`config.mk`:
```
export PLATFORM = sky130hd
export DESIGN_NAME = mcconv_ctrl
export DESIGN_NICKNAME = d
export VERILOG_FILES = /design/src/hdl/mcconv_pkg.sv /design/src/hdl/mcconv_ctrl.sv
export SDC_FILE = /design/constraint.sdc
export NUM_CORES = 1
export LEC_CHECK = 0
export ABC_CLOCK_PERIOD_IN_PS = 1800
export BUFFER_PORTS_ARGS = -buffer_cell sky130_fd_sc_hd__clkbuf_2
export CAP_MARGIN = 10
export CORE_AREA = 2 2 39 41
export DETAILED_ROUTE_END_ITERATION = 12
export DIE_AREA = 0 0 41 43
export GPL_TIMING_DRIVEN = 1
export MAX_ROUTING_LAYER = met4
export PLACE_DENSITY = 0.46
export SLEW_MARGIN = 30
export SYNTH_ARGS = -nofsm -noshare
export SYNTH_HDL_FRONTEND = slang
export SYNTH_SLANG_ARGS = --single-unit
```
`constraint.sdc`:
```
create_clock -name clk_i -period 1.8 [get_ports clk_i]
set_input_delay 0.18 -clock clk_i [delete_from_list [all_inputs] [get_ports clk_i]]
set_output_delay 0.18 -clock clk_i [all_outputs]
set_load 0.005 [all_outputs]
```
`src/hdl/mcconv_pkg.sv`:
```
// Shared types, opcodes and register indexes of the convolution block.
`default_nettype none

package mcconv_pkg;

  localparam int unsigned ADDR_W     = 13;
  localparam int unsigned VAL_W      = 16;
  localparam int unsigned FILT_W     = 4;
  localparam int unsigned POS_W      = 5;
  localparam int unsigned RES_W      = 32;
  localparam int unsigned ACC_W      = 40;
  localparam int unsigned IMG_W      = 6;
  localparam int unsigned KS_W       = 3;
  localparam int unsigned CH_W       = 4;
  localparam int unsigned FC_W       = 5;
  localparam int unsigned IN_TDATA_W = 48;
  localparam int unsigned CFG_IDX_W  = 3;
  localparam int unsigned CFG_DATA_W = 8;

  localparam logic [1:0] OP_WR_SAMPLE = 2'd0;
  localparam logic [1:0] OP_WR_WEIGHT = 2'd1;
  localparam logic [1:0] OP_COMPUTE   = 2'd2;
  localparam logic [1:0] OP_NOP       = 2'd3;

  localparam logic [CFG_IDX_W-1:0] CFG_IMAGE_SIDE    = 3'd0;
  localparam logic [CFG_IDX_W-1:0] CFG_KERNEL_SIDE   = 3'd1;
  localparam logic [CFG_IDX_W-1:0] CFG_CHANNEL_COUNT = 3'd2;
  localparam logic [CFG_IDX_W-1:0] CFG_FILTER_COUNT  = 3'd3;

  typedef struct packed {
    logic wr_sample;
    logic wr_weight;
    logic setup;
    logic base;
    logic issue;
    logic load_err;
    logic load_res;
  } cmd_t;

  typedef struct packed {
    logic sample_ok;
    logic weight_ok;
    logic bad;
    logic last_issue;
    logic pipe_busy;
    logic out_free;
  } status_t;

endpackage

`default_nettype wire

```
`src/hdl/mcconv_ctrl.sv`:
```
// Controller state machine: decodes accepted beats and sequences a compute.
`default_nettype none

module mcconv_ctrl
  import mcconv_pkg::*;
(
  input  wire logic       clk_i,
  input  wire logic       rst_ni,
  input  wire logic       in_valid_i,
  input  wire logic [1:0] op_i,
  output logic            in_ready_o,
  input  wire status_t    sts_i,
  output cmd_t            cmd_o
);

  localparam logic [1:0] ST_IDLE  = 2'd0;
  localparam logic [1:0] ST_BASE  = 2'd1;
  localparam logic [1:0] ST_RUN   = 2'd2;
  localparam logic [1:0] ST_DRAIN = 2'd3;

  logic [1:0] state_q, state_d;
  logic       accept;

  assign in_ready_o = (state_q == ST_IDLE) && sts_i.out_free;
  assign accept     = in_valid_i && in_ready_o;

  always_comb begin
    state_d = state_q;
    cmd_o   = '0;
    unique case (state_q)
      ST_IDLE: begin
        if (accept) begin
          unique case (op_i)
            OP_WR_SAMPLE: begin
              cmd_o.wr_sample = sts_i.sample_ok;
              cmd_o.load_err  = !sts_i.sample_ok;
            end
            OP_WR_WEIGHT: begin
              cmd_o.wr_weight = sts_i.weight_ok;
              cmd_o.load_err  = !sts_i.weight_ok;
            end
            OP_COMPUTE: begin
              if (sts_i.bad) begin
                cmd_o.load_err = 1'b1;
              end else begin
                cmd_o.setup = 1'b1;
                state_d     = ST_BASE;
              end
            end
            OP_NOP: begin
              cmd_o = '0;
            end
          endcase
        end
      end
      ST_BASE: begin
        cmd_o.base = 1'b1;
        state_d    = ST_RUN;
      end
      ST_RUN: begin
        cmd_o.issue = 1'b1;
        if (sts_i.last_issue) begin
          state_d = ST_DRAIN;
        end
      end
      ST_DRAIN: begin
        // wait for the read and multiply stages to empty into the accumulator
        if (!sts_i.pipe_busy) begin
          cmd_o.load_res = 1'b1;
          state_d        = ST_IDLE;
        end
      end
      default: begin
        state_d = ST_IDLE;
      end
    endcase
  end

  always_ff @(posedge clk_i or negedge rst_ni) begin
    if (!rst_ni) begin
      state_q <= ST_IDLE;
    end else begin
      state_q <= state_d;
    end
  end

endmodule

`default_nettype wire

```
==> flow_summary.html, run 1 <==
<table>
<tr><th>Metric</th><th>Value</th></tr>
<tr><th colspan="2">Status</th></tr>
<tr><td>Result of the run</td><td>finished clean</td></tr>
<tr><th colspan="2">Clock tree</th></tr>
<tr><td>Number of buffers inserted during clock tree synthesis</td><td>3</td></tr>
<tr><td>Cell at the root of the clock tree</td><td>sky130_fd_sc_hd__clkbuf_4</td></tr>
<tr><td>Total number of clock tree sinks</td><td>2</td></tr>
<tr><td>Maximum buffer depth of the clock tree</td><td>2</td></tr>
<tr><td>Clk pin slew, worst setup/hold paths</td><td>30 ps</td></tr>
<tr><td>Clock latency on the worst-skew pair</td><td>about 220 ps</td></tr>
<tr><td>Clock tree from TritonCTS</td><td>done</td></tr>
<tr><td>CTS H-tree depth</td><td>1</td></tr>
<tr><th colspan="2">STA</th></tr>
<tr><td>Worst hold slack across all endpoints</td><td>between 200 and 300 ps</td></tr>
<tr><td>Achievable frequency</td><td>between 500 and 600 MHz</td></tr>
<tr><td>Number of setup violations in the final report</td><td>0</td></tr>
<tr><td>Final-report hold violation count</td><td>0</td></tr>
<tr><td>Unrepaired setup endpoints after global routing</td><td>no</td></tr>
<tr><td>Portion of the clock cycle consumed by the worst path in the final layout</td><td>a little over nine tenths</td></tr>
<tr><td>Worst-case clock skew</td><td>between 1.5 and 2 ps</td></tr>
<tr><td>Slew Limit Headroom</td><td>about 83%</td></tr>
<tr><td>Final sum of negative setup slack</td><td>0 ps</td></tr>
<tr><td>Worst-case setup margin in the final layout</td><td>approximately 110 ps</td></tr>
<tr><td>Slew @ Worst Pin</td><td>250.4 ps</td></tr>
<tr><td>Max-slew violations</td><td>0</td></tr>
<tr><td>Min Clock Period, post-route</td><td>approximately 1700 ps</td></tr>
<tr><th colspan="2">Pwr</th></tr>
<tr><td>Proportion of power drawn by the clock network</td><td>19.5%</td></tr>
<tr><td>Relative contribution of sequential cells to total power</td><td>~20%</td></tr>
<tr><td>Int Power</td><td>around 300 µW</td></tr>
<tr><td>Worst voltage drop across the vdd grid</td><td>between 0.0005 and 0.0006 V</td></tr>
<tr><td>Net switching power</td><td>approximately 180 µW</td></tr>
<tr><td>Sw frac</td><td>roughly 38%</td></tr>
<tr><td>PD cells</td><td>around 1200 nW/µm²</td></tr>
<tr><td>Share of power burned in combinational logic</td><td>between 60 and 70%</td></tr>
<tr><td>Leak pwr</td><td>about 0.22 nW</td></tr>
<tr><th colspan="2">Floorplanning</th></tr>
<tr><td>DIE WIDTH</td><td>between 40 and 50 µm</td></tr>
<tr><td>Core Footprint</td><td>roughly 1400 µm²</td></tr>
<tr><td>Die Area</td><td>1763 µm²</td></tr>
<tr><td>Vertical die dimension</td><td>about 43 µm</td></tr>
<tr><td>Initial Utilization</td><td>17.81%</td></tr>
<tr><td>FP Rows</td><td>14</td></tr>
<tr><td>Number of ports placed on the die boundary</td><td>19</td></tr>
<tr><th colspan="2">Drt</th></tr>
<tr><td>Antenna Violating Nets Remaining</td><td>0</td></tr>
<tr><td>Remaining DRCs</td><td>0</td></tr>
<tr><td>Routed vias</td><td>277</td></tr>
<tr><td>Mean number of vias per cell</td><td>4.134</td></tr>
<tr><td>WL/cell</td><td>~8.3 µm</td></tr>
<tr><td>DRT iter0 DRCs</td><td>9</td></tr>
<tr><td>Routed wire length</td><td>~560 µm</td></tr>
<tr><td>Number of detailed-routing iterations run before antenna repair</td><td>4</td></tr>
<tr><th colspan="2">Final layout</th></tr>
<tr><td>Area of combinational cells with multiple inputs</td><td>195.2 µm²</td></tr>
<tr><td>Sequential cell area</td><td>roughly 50 µm²</td></tr>
<tr><td>Share of post-route cells with drive strength above 1</td><td>54.90%</td></tr>
<tr><td>Final non-filler cell area</td><td>roughly 400 µm²</td></tr>
<tr><td>Diode insertion count for antenna repair</td><td>0</td></tr>
<tr><td>Net count of the finished layout</td><td>69</td></tr>
<tr><td>Fillcell total</td><td>approximately 150</td></tr>
<tr><td>Largest register FFs</td><td>2</td></tr>
<tr><td>Signed area change from the synthesized netlist to the final layout</td><td>63.45%</td></tr>
<tr><td>Reg with most FFs</td><td>state_q</td></tr>
<tr><td>Top flop regs</td><td>state_q: 2 flops</td></tr>
<tr><th colspan="2">Placement</th></tr>
<tr><td>Detailed Place HPWL</td><td>around 480 µm</td></tr>
<tr><td>Worst slack after detailed placement</td><td>about 200 ps</td></tr>
<tr><td>Final GP Congestion</td><td>between 0.6 and 0.7</td></tr>
<tr><td>Post-place instance area</td><td>approximately 360 µm²</td></tr>
<tr><td>Buffers added on ports</td><td>18</td></tr>
<tr><th colspan="2">Global route</th></tr>
<tr><td>Maximum number of pins on one net before global-route repair</td><td>6</td></tr>
<tr><td>GRT Overall Usage</td><td>under 10%</td></tr>
<tr><td>Antenna violations before repair</td><td>0</td></tr>
<tr><td>Number of global-route vias before repair</td><td>roughly 230</td></tr>
<tr><td>First-pass GRT wire length</td><td>approximately 810 µm</td></tr>
<tr><td>Global route total overflow</td><td>0</td></tr>
<tr><th colspan="2">Logic synthesis</th></tr>
<tr><td>Largest cells by area after synthesis</td><td>sky130_fd_sc_hd__ha_1 25%, sky130_fd_sc_hd__dfrtp_1 20%, sky130_fd_sc_hd__inv_1 6.1%</td></tr>
<tr><td>Primary FF master, synth</td><td>sky130_fd_sc_hd__dfrtp_1</td></tr>
<tr><td>Async SR Flop Fraction</td><td>100.0%</td></tr>
<tr><td>Post-synthesis cell type with the largest combined area</td><td>sky130_fd_sc_hd__ha_1</td></tr>
<tr><td>Synthesized net count</td><td>45</td></tr>
<tr><td>Number of synthesized flops with an enable pin</td><td>0</td></tr>
<tr><td>Synthesized area divided by synthesized cell count</td><td>8.500 µm²</td></tr>
<tr><td>Netlist cell types</td><td>17</td></tr>
<tr><td>Synth top area share</td><td>between 20% and 30%</td></tr>
<tr><td>Synthesized cell area</td><td>approximately 250 µm²</td></tr>
<tr><td>Sequential fraction of the synthesis area</td><td>roughly 20%</td></tr>
<tr><td>Flops &amp; latches, synth</td><td>2</td></tr>
<tr><td>Yosys warns</td><td>0</td></tr>
<tr><td>Commonest cells post-synth</td><td>5 x sky130_fd_sc_hd__ha_1, 4 x sky130_fd_sc_hd__inv_1, 3 x sky130_fd_sc_hd__nand2_1</td></tr>
<tr><td>Cells after Synth</td><td>29</td></tr>
<tr><td>Cell with the most instances after synthesis</td><td>sky130_fd_sc_hd__ha_1</td></tr>
<tr><th colspan="2">Critical path</th></tr>
<tr><td>Highest cell delay on the worst timing path</td><td>~400 ps</td></tr>
<tr><td>CP Data Arrival Time</td><td>between 1500 and 2000 ps</td></tr>
<tr><td>Kind of end point of the critical path</td><td>output pin</td></tr>
<tr><td>Worst Path Buf+Inv</td><td>2</td></tr>
<tr><td>Type of origin of the critical path</td><td>register</td></tr>
<tr><td>Critical path class</td><td>register to output pin</td></tr>
<tr><td>Critical path required time</td><td>1620 ps</td></tr>
<tr><td>Largest delay share family, worst path</td><td>simple AND/OR/NAND/NOR gates</td></tr>
<tr><td>Crit-path cells</td><td>inv_2, ha_2, and2_4, nand2_2, nor4b_2, clkbuf_2</td></tr>
<tr><td>Critical-path top delay cell</td><td>sky130_fd_sc_hd__dfrtp_1</td></tr>
<tr><td>Max Fanout on Critical Path</td><td>4</td></tr>
<tr><th colspan="2">Min path</th></tr>
<tr><td>Type of the tightest min-delay check</td><td>input port to asynchronous set/reset pin</td></tr>
<tr><th colspan="2">Run</th></tr>
<tr><td>Total of max-cap violations</td><td>0</td></tr>
</table>
per-layer routing:
metal / up-vias / wire (µm) / track usage (%)
li1: 143 / - / -
met1: 127 / 252 / 7.717
met2: 7 / 275 / 10.31
met3: 0 / 30 / 3.141
met4: 0 / 0 / 2.000
met5: - / 0 / -
final cells by class:
| type | instances | area share (%) |
|---|---|---|
| inverters | 4 | 3.727 |
| well taps | 16 | 4.969 |
| multi-input cells | 23 | 48.45 |
| repair buffers | 19 | 24.84 |
| flip-flops and latches | 2 | 12.42 |
| clock buffers | 3 | 5.590 |
logic make-up (layout without fill, tap and decap cells):
logic type	count (synthesis)	count (layout)	synth area share (%)
flops	2	2	20.31
mux	2	2	10.15
simple gates	12	12	26.40
fa+ha+maj	5	5	25.38
buf+inv	4	26	6.090
compound gates	4	4	11.68
what timing repair did:
item	4_1_cts	5_1_grt
buffers inserted	0	0
hold buffers	1	0
gates resized for setup	2	4
setup endpoints to repair	1	3
endpoints found under the hold margin	2	0
per-stage QoR:
stage          power (mW)  util, %  std cells
2_1_floorplan      0.2930        -         29
3_3_place_gp       0.3799    25.77         63
3_5_place_dp       0.3798    25.77         63
4_1_cts            0.4870    28.57         67
5_1_grt            0.5336    29.11         67
6_report           0.4875    29.11         67
cells in the final DEF, fill, tap and decap left out, drive strengths merged, types with 2 or more instances in the layout:
| cell type | netlist | layout |
|---|---|---|
| inv | 4 | 4 |
| and2 | 2 | 2 |
| nand2 | 3 | 3 |
| dfrtp | 2 | 2 |
| ha | 5 | 5 |
| nor2 | 2 | 2 |
| clkbuf | 0 | 21 |
path summary, 6_finish.rpt:
| path | start | end | slack [ps] | depth (start not counted) |
|---|---|---|---|---|
| hold / removal | rst_ni | state_q[0] | 290 | 2 |
| setup / recovery | state_q[0] | cmd_o[6] | 110 | 6 |
| hold reg to reg | state_q[1] | state_q[1] | 590 | 1 |
| max in group asynchronous | rst_ni | state_q[1] | 1410 | 2 |
| min in group clk_i | sts_i[2] | state_q[0] | 380 | 5 |
| setup reg to reg | state_q[0] | state_q[1] | 270 | 5 |
power groups by stage:
stage | combinational [mW] | sequential (mW) | clock (mW)
global placement | 0.283 | 0.0973 | 0
global route | 0.329 | 0.105 | 0.100
floorplan | 0.204 | 0.0894 | 0
finish | 0.294 | 0.0984 | 0.0952
CTS | 0.291 | 0.0971 | 0.0992
detailed placement | 0.284 | 0.0960 | 0
Power figures use the tool's default switching activity.
==> run 2: changes to the inputs <==
ABC_AREA = 1   (was unset)
CTS_BUF_LIST = sky130_fd_sc_hd__clkbuf_2 sky130_fd_sc_hd__clkbuf_4 sky130_fd_sc_hd__clkbuf_8   (was unset)
PLACE_DENSITY = 0.49   (was 0.46)
==> run 2 against run 1 <==
Compared with the run above:
- via count increased by 26%
- final area increased by 8.4%
- synthesized cell count increased by 59%
- wire length increased by 22%
- register-to-register slack improved by 190 ps
- sequential share of layout area decreased by 0.96 points
- critical endpoint is now cmd_o[1]
==> flow_summary.html, run 2 <==
<table>
<tr><th>Metric</th><th>Value</th></tr>
<tr><th colspan="2">Final layout</th></tr>
<tr><td>Post-Route Utilization</td><td>31.56% (+2.4 points)</td></tr>
<tr><td>Final non-filler cell area</td><td>436.7 µm² (+8.4%)</td></tr>
<tr><td>Diode insertion count for antenna repair</td><td>0 (unchanged)</td></tr>
<tr><td>Sequential cell area</td><td>50.05 µm² (unchanged)</td></tr>
<tr><td>Leading cell types in the layout, fill and taps excluded</td><td>18 x sky130_fd_sc_hd__clkbuf_2, 10 x sky130_fd_sc_hd__inv_1, 10 x sky130_fd_sc_hd__nand2_1</td></tr>
<tr><td>Reg with most FFs</td><td>state_q</td></tr>
<tr><td>Area of combinational cells with multiple inputs</td><td>206.4 µm² (+5.8%)</td></tr>
<tr><td>Share of post-route cells with drive strength above 1</td><td>36.76% (-18 points)</td></tr>
<tr><td>Net count of the finished layout</td><td>86 (+25%)</td></tr>
<tr><td>Signed area change from the synthesized netlist to the final layout</td><td>53.07%</td></tr>
<tr><td>Fillcell total</td><td>151 (-1.3%)</td></tr>
<tr><td>Top flop regs</td><td>state_q: 2 flops</td></tr>
<tr><td>Most common cell after layout, fill and taps aside</td><td>sky130_fd_sc_hd__clkbuf_2</td></tr>
<tr><td>Largest register FFs</td><td>2 (unchanged)</td></tr>
<tr><th colspan="2">STA</th></tr>
<tr><td>Final-report hold violation count</td><td>0 (unchanged)</td></tr>
<tr><td>Unrepaired setup endpoints after global routing</td><td>no</td></tr>
<tr><td>Number of setup violations in the final report</td><td>0 (unchanged)</td></tr>
<tr><td>Slew @ Worst Pin</td><td>210.9 ps (-39.56 ps)</td></tr>
<tr><td>Worst-case clock skew</td><td>0.4438 ps (-1.482 ps)</td></tr>
<tr><td>Max-slew violations</td><td>0 (unchanged)</td></tr>
<tr><td>Achievable frequency</td><td>604.3 MHz (+2.0%)</td></tr>
<tr><td>Slew Limit Headroom</td><td>85.81% (+2.5 points)</td></tr>
<tr><td>Portion of the clock cycle consumed by the worst path in the final layout</td><td>91.94% (-1.8 points)</td></tr>
<tr><td>Final sum of negative setup slack</td><td>0 ps (unchanged)</td></tr>
<tr><td>Min Clock Period, post-route</td><td>1655 ps (-32.80 ps)</td></tr>
<tr><th colspan="2">Logic synthesis</th></tr>
<tr><td>Cells after Synth</td><td>46 (+59%)</td></tr>
<tr><td>Post-synthesis cell type with the largest combined area</td><td>sky130_fd_sc_hd__ha_1</td></tr>
<tr><td>Synthesized cell area</td><td>285.3 µm² (+16%)</td></tr>
<tr><td>Primary FF master, synth</td><td>sky130_fd_sc_hd__dfrtp_1</td></tr>
<tr><td>Commonest cells post-synth</td><td>10 x sky130_fd_sc_hd__inv_1, 10 x sky130_fd_sc_hd__nand2_1, 6 x sky130_fd_sc_hd__nor2_1</td></tr>
<tr><td>Sequential fraction of the synthesis area</td><td>17.54% (-2.8 points)</td></tr>
<tr><td>Flops &amp; latches, synth</td><td>2 (unchanged)</td></tr>
<tr><td>Async SR Flop Fraction</td><td>100.0% (unchanged)</td></tr>
<tr><td>Synth top area share</td><td>21.93% (-3.5 points)</td></tr>
<tr><td>Number of synthesized flops with an enable pin</td><td>0 (unchanged)</td></tr>
<tr><td>Largest cells by area after synthesis</td><td>sky130_fd_sc_hd__ha_1 22%, sky130_fd_sc_hd__dfrtp_1 18%, sky130_fd_sc_hd__inv_1 13%</td></tr>
<tr><td>Yosys warns</td><td>0 (unchanged)</td></tr>
<tr><td>Synthesized area divided by synthesized cell count</td><td>6.202 µm² (-27%)</td></tr>
<tr><td>Synthesized net count</td><td>62 (+38%)</td></tr>
<tr><td>Netlist cell types</td><td>13 (-4)</td></tr>
<tr><th colspan="2">Placement</th></tr>
<tr><td>Post-place instance area</td><td>395.4 µm² (+11%)</td></tr>
<tr><td>Final GP Congestion</td><td>0.7119 (+16%)</td></tr>
<tr><td>Buffers added on ports</td><td>18 (unchanged)</td></tr>
<tr><td>Detailed Place HPWL</td><td>584 µm (+22%)</td></tr>
<tr><th colspan="2">Pwr</th></tr>
<tr><td>Leak pwr</td><td>0.2644 nW (+20%)</td></tr>
<tr><td>Worst voltage drop across the vdd grid</td><td>0.0005273 V (about the same)</td></tr>
<tr><td>PD cells</td><td>1193 nW/µm² (-1.4%)</td></tr>
<tr><th colspan="2">Global route</th></tr>
<tr><td>First-pass GRT wire length</td><td>1.055 mm (+30%)</td></tr>
<tr><td>Global route total overflow</td><td>0 (unchanged)</td></tr>
<tr><td>Antenna violations before repair</td><td>0 (unchanged)</td></tr>
<tr><td>GRT Overall Usage</td><td>9.558% (+2.8 points)</td></tr>
<tr><td>Maximum number of pins on one net before global-route repair</td><td>8 (+2)</td></tr>
<tr><td>Number of global-route vias before repair</td><td>320 (+39%)</td></tr>
<tr><th colspan="2">Floorplanning</th></tr>
<tr><td>Vertical die dimension</td><td>43 µm (unchanged)</td></tr>
<tr><td>Die Area</td><td>1763 µm² (unchanged)</td></tr>
<tr><td>Core Footprint</td><td>1384 µm² (unchanged)</td></tr>
<tr><td>DIE WIDTH</td><td>41 µm (unchanged)</td></tr>
<tr><td>FP Rows</td><td>14 (unchanged)</td></tr>
<tr><td>Number of ports placed on the die boundary</td><td>19 (unchanged)</td></tr>
<tr><td>Initial Utilization</td><td>20.61% (+2.8 points)</td></tr>
<tr><th colspan="2">Critical path</th></tr>
<tr><td>Max Fanout on Critical Path</td><td>6 (+2)</td></tr>
<tr><td>Largest delay share family, worst path</td><td>flip-flops</td></tr>
<tr><td>Worst Path Buf+Inv</td><td>2 (unchanged)</td></tr>
<tr><td>Highest cell delay on the worst timing path</td><td>400 ps (about the same)</td></tr>
<tr><td>Critical path class</td><td>register to output pin</td></tr>
<tr><td>Worst setup path startpoint</td><td>state_q[0]</td></tr>
<tr><td>Worst reg2reg startpoint</td><td>state_q[0]</td></tr>
<tr><td>Critical-path top delay cell</td><td>sky130_fd_sc_hd__dfrtp_1</td></tr>
<tr><td>Critical path required time</td><td>1620 ps (about the same)</td></tr>
<tr><td>CP Data Arrival Time</td><td>1470 ps (-40 ps)</td></tr>
<tr><td>Kind of end point of the critical path</td><td>output pin</td></tr>
<tr><td>Crit-path cells</td><td>inv_1, ha_2, nand3_2, nor3_1, clkbuf_2</td></tr>
<tr><td>Type of origin of the critical path</td><td>register</td></tr>
<tr><th colspan="2">Drt</th></tr>
<tr><td>Routed wire length</td><td>678 µm (+22%)</td></tr>
<tr><td>Mean number of vias per cell</td><td>4.143 (+0.21%)</td></tr>
<tr><td>Routed vias</td><td>348 (+26%)</td></tr>
<tr><td>WL/cell</td><td>8.071 µm (-3.1%)</td></tr>
<tr><td>Remaining DRCs</td><td>0 (unchanged)</td></tr>
<tr><td>Number of detailed-routing iterations run before antenna repair</td><td>2 (-2)</td></tr>
<tr><td>DRT iter0 DRCs</td><td>2 (-7)</td></tr>
<tr><td>Antenna Violating Nets Remaining</td><td>0 (unchanged)</td></tr>
<tr><th colspan="2">Clock tree</th></tr>
<tr><td>CTS H-tree depth</td><td>1 (unchanged)</td></tr>
<tr><td>Clock latency on the worst-skew pair</td><td>220 ps (about the same)</td></tr>
<tr><td>Clk pin slew, worst setup/hold paths</td><td>30 ps (about the same)</td></tr>
<tr><td>Number of buffers inserted during clock tree synthesis</td><td>3 (unchanged)</td></tr>
<tr><td>Total number of clock tree sinks</td><td>2 (unchanged)</td></tr>
<tr><td>Clock tree from TritonCTS</td><td>done</td></tr>
<tr><td>Number of buffers inserted to repair setup after CTS</td><td>0 (unchanged)</td></tr>
<tr><td>Cell at the root of the clock tree</td><td>sky130_fd_sc_hd__clkbuf_4</td></tr>
<tr><td>Maximum buffer depth of the clock tree</td><td>2 (unchanged)</td></tr>
<tr><th colspan="2">Min path</th></tr>
<tr><td>Type of the tightest min-delay check</td><td>input port to asynchronous set/reset pin</td></tr>
<tr><th colspan="2">Status</th></tr>
<tr><td>Result of the run</td><td>finished clean</td></tr>
<tr><th colspan="2">Run</th></tr>
<tr><td>Total of max-cap violations</td><td>0 (unchanged)</td></tr>
</table>
==> run 2: cell types whose count changed in the layout (fill, tap and decap cells not counted), moves of 2 or more <==
cell	before	now
sky130_fd_sc_hd__a21oi_1	0	2
sky130_fd_sc_hd__inv_1	2	10
sky130_fd_sc_hd__inv_2	2	0
sky130_fd_sc_hd__nand2_1	2	10
sky130_fd_sc_hd__nand3_1	0	3
sky130_fd_sc_hd__nor2_1	2	6
==> run 2: through the flow <==
stage          hold slack [ps]  worst slack [ps]  cells  total power [mW]
2_1_floorplan           -115.6             534.5     46            0.3248
5_1_grt                  268.4             14.88     84            0.6002
4_1_cts                  267.9             72.04     84            0.5324
6_report                 279.3             145.2     84            0.5211
3_3_place_gp            -31.89             357.8     80            0.4291
3_5_place_dp            -30.65             317.6     80            0.4211
==> run 2: cells by family (layout without fill, tap and decap cells) <==
group           Yosys count  after routing  share of synthesized area, %
simple gates             26             26                         42.11
buf+inv                  10             32                         13.16
fa+ha+maj                 5              5                         21.93
compound gates            3              3                         5.262
flops                     2              2                         17.54
==> run 2: what timing repair did <==
item,4_1_cts,5_1_grt
endpoints found under the setup margin,0,3
gates resized for setup,0,2
endpoints found under the hold margin,2,0
hold buffers,1,0
==> run 2: path summary, 6_finish.rpt <==
path / end / slack, ps / depth (start not counted)
max in group asynchronous: state_q[1] / 1420 / 2
min in group clk_i: state_q[1] / 320 / 4
worst min register to register: state_q[1] / 530 / 2
worst max-delay path: cmd_o[1] / 150 / 5
worst min-delay path: state_q[0] / 280 / 2
worst max register to register: state_q[0] / 460 / 7
==> run 2: routing by layer <==
metal | routed length [µm] | global-route usage (%)
met5 | 0 | -
met4 | 0 | 10.00
met3 | 58 | 3.665
met2 | 342 | 15.63
met1 | 277 | 6.731
==> run 2: area by class of cell <==
type	instances	area share, %
multi-input combinational	34	47.28
timing repair buffer	19	22.92
sequential	2	11.46
inverter	10	8.596
clock buffer	3	5.158
tap	16	4.585
==> run 2: where the power goes <==
group	internal (mW)	switching (mW)	leakage [nW]
Clock	0.0735	0.0246	0.0138
Combinational	0.146	0.182	0.227
Sequential	0.0719	0.0236	0.0235
==> run 2: worst register-to-register path, cell delays in order (launching register included) <==
cell	delay, ps
sky130_fd_sc_hd__dfrtp_1	400
sky130_fd_sc_hd__inv_1	120
sky130_fd_sc_hd__ha_2	240
sky130_fd_sc_hd__nand3_2	140
sky130_fd_sc_hd__nand2_1	100
sky130_fd_sc_hd__nand4_1	120
sky130_fd_sc_hd__nand2_1	80
sky130_fd_sc_hd__nand2_1	50
